**config.mk**
```make
export PLATFORM = sky130hd
export DESIGN_NAME = tmd_lane
export DESIGN_NICKNAME = d
export VERILOG_FILES = /design/src/hdl/tmd_pkg.sv /design/src/hdl/tmd_lane.sv
export SDC_FILE = /design/constraint.sdc
export NUM_CORES = 1
export LEC_CHECK = 0
export ABC_AREA = 1
export BUFFER_PORTS_ARGS = -buffer_cell sky130_fd_sc_hd__buf_2
export CAP_MARGIN = 15
export CORE_MARGIN = 10
export CORE_UTILIZATION = 45
export DETAILED_ROUTE_END_ITERATION = 8
export GPL_TIMING_DRIVEN = 0
export PLACE_DENSITY = 0.66
export SLEW_MARGIN = 20
export SYNTH_ARGS = -nofsm -noshare
export SYNTH_HDL_FRONTEND = slang
export SYNTH_SLANG_ARGS = --single-unit
```
**constraint.sdc**
```tcl
create_clock -name vclk -period 12.7
set_input_delay 0.635 -clock vclk [all_inputs]
set_output_delay 0.635 -clock vclk [all_outputs]
set_load 0.02 [all_outputs]
```
**src/hdl/tmd_pkg.sv**
```systemverilog
// ----------------------------------------------------------------------------
// tmd_pkg
// shared types and constants of the 2x2 trimmed-mean downsampler
// ----------------------------------------------------------------------------
package tmd_pkg;

  localparam int CHAN_W   = 8;
  localparam int NUM_CHAN = 3;
  localparam int PIX_W    = CHAN_W * NUM_CHAN;
  localparam int CFG_W    = 12;
  localparam logic [CFG_W-1:0] WIDTH_RST = 12'd640;

  typedef logic [CHAN_W-1:0] chan_t;
  typedef logic [PIX_W-1:0]  pix_t;

  // one 2x2 block ready for the lanes
  typedef struct packed {
    logic valid;
    pix_t above_even;
    pix_t above_odd;
    pix_t held;
    pix_t pix;
  } blk_t;

endpackage

```
**src/hdl/tmd_lane.sv**
```systemverilog
// ----------------------------------------------------------------------------
// tmd_lane
// trimmed mean of four bytes: drop min and max, halve the middle pair
// ----------------------------------------------------------------------------
module tmd_lane (
  input  tmd_pkg::chan_t a,
  input  tmd_pkg::chan_t b,
  input  tmd_pkg::chan_t c,
  input  tmd_pkg::chan_t d,
  output tmd_pkg::chan_t mean
);

  localparam int SW = tmd_pkg::CHAN_W + 2;

  tmd_pkg::chan_t lo_ab, hi_ab, lo_cd, hi_cd, lo, hi;
  logic [SW-1:0]  sum, mid;

  always_comb begin
    lo_ab = (a < b) ? a : b;
    hi_ab = (a < b) ? b : a;
    lo_cd = (c < d) ? c : d;
    hi_cd = (c < d) ? d : c;
    lo    = (lo_ab < lo_cd) ? lo_ab : lo_cd;
    hi    = (hi_ab > hi_cd) ? hi_ab : hi_cd;
    sum   = SW'(a) + SW'(b) + SW'(c) + SW'(d);
    mid   = sum - SW'(lo) - SW'(hi);
    mean  = mid[tmd_pkg::CHAN_W:1];
  end

endmodule

```
==> results.toml <==
[worst_setup_path]
criticalPathCategory = "primary input to output pin"
crit_required_ns = 12.06
cp_slowest_cell = "fa_1"
setup.worst_path.start_class = "primary input"
endpoint_kind = "output pin"
max_stage_delay_ns = 0.55
cp.arrival_ns = 6.86
crit_family = "adder cells"
cp_max_fo = 10
crit_buf_inv = 8

[logic_synthesis]
synth_area_leaders = "fa_1 27%, ha_1 20%, nand2_1 13%"
yosys.cell_count.top_type = "nand2_1"
synthesis.nets = 444
ys_warn_count = 0
synth_largest_area_cell = "fa_1"
seq_area_frac_synth_pct = 0
avgSynthCellArea_um2 = 6.75
synth_top_cells_by_count = "83 x nand2_1, 76 x inv_1, 37 x ha_1"
ys_types = 22
netlist_area_um2 = 2320
postSynthCellCount = 344
synth_top_area_share_pct = 26.7

[hold_path]
min_from = "a[1]"
min_to = "mean[0]"
holdPathStages = 5
hold_class = "primary input to output pin"

[grt]
gr-usage-all-layers_pct = 13.7
grt_max_degree = 11
antenna_found_initial = 0
grt_pass1_wl_um = 10000
grt_overflow = 0
grt_pass1_vias = 2278

[place]
placedInstanceArea_um2 = 2610
gp_congestion = 0.847
dp.cells = 454
pre_cts_slack_ns = 5.22
io_buffer_count = 40
dpl.hpwl_um = 5100

[finish]
diodes = 0
clock_buffers = 0
seq_area_um2 = 0
area_growth_syn_to_layout_pct = 12.4
drive_gt1_share_pct = 15.4
nFlopsAndLatches = 0
final_cell_area_um2 = 2610
fill_cells = 540
final_net_count = 486
instances_no_fill = 454

[timing]
rsz0062_at_grt = "no"
tightestPinTransition_ns = 0.474
finalSetupViolations = 0
setup_ws_ns = 5.21
fmax_ghz = 0.133
post-route-period-util_pct = 59.0
finalSetupTns_ns = 0
finalHoldViolCount = 0
maxSlewViolCount = 0
min_period_ns = 7.49
relSlewSlack_pct = 68.3

[routing]
first_pass_iters = 5
drc = 0
drt_iter0_drc = 40
ant_nets = 0
wirelength_um = 5490
vias_per_cell = 4.80
vias = 2181
routedWlPerCell_um = 12.1

[run]
drv_cap = 0

[outcome]
status = "completed"

[clocking]
cts_setup_buffers = 0
ctsResizeCount = 0
cts_hold_buf = 0

[floorplanning]
core_area_um2 = 5040
io_pins = 40
num_rows = 26
die_h_um = 91.8
die_width_um = 91.8
die-area_um2 = 8430
start_util_pct = 46.1
-- cell type report --
cell class                 count  area, µm²  area share [%]
multi-input combinational    255       1980            75.9
inverter                      82        308            11.8
timing repair buffer          40        200            7.67
tap                           70       87.6            3.36
buffer                         7       33.8            1.29
-- kinds of logic after synthesis --
group,count (synthesis),synth area share [%]
xor gates and xnor gates,9,3.39
buffers and inverters,89,14.7
and+or+nand+nor,119,21.4
adders and majority gates,68,46.7
AOI/OAI and AO/OA,59,13.8
-- cell usage in the layout (no fill, tap or decap) --
cell type	count
ha_1	37
a31oi_1	1
o221ai_1	1
a21oi_1	20
fa_1	31
inv_2	6
a21o_1	1
nand4_1	2
xor2_1	6
inv_1	76
o21a_1	1
xnor2_1	3
nand2_1	83
nor3_2	2
buf_2	46
nand2_4	2
clkbuf_1	1
nand3_1	11
o21ai_1	34
nand2_2	2
a211oi_4	1
nor2_1	17
-- metal layers --
layer | GRT usage, % | share of wire, %
met2 | 26.4 | 50
met3 | 0.978 | 3.3
met1 | 16.8 | 46
met4 | 0.514 | 0.44
met5 | 0 | 0
-- through the flow --
stage                     hold WS [ns]  utilization, %
after floorplan                   1.63               -
after global placement            1.87            51.8
after detailed placement          1.88            51.8
after CTS                         1.89            51.8
after global routing              1.93            51.8
final                             1.86            51.8
-- how the worst max path moves through the flow --
stage | startpoint | to | slack (ns) | cells after the start
after floorplan | d[5] | mean[7] | 6.19 | 28
after global placement | b[5] | mean[7] | 5.31 | 32
after detailed placement | b[5] | mean[7] | 5.22 | 32
after CTS | b[5] | mean[7] | 5.19 | 32
after global routing | b[5] | mean[7] | 4.60 | 32
final | b[5] | mean[7] | 5.21 | 32
Power is not shown: default switching activity piles up to over one toggle a cycle in this logic, so the estimate is an artifact.
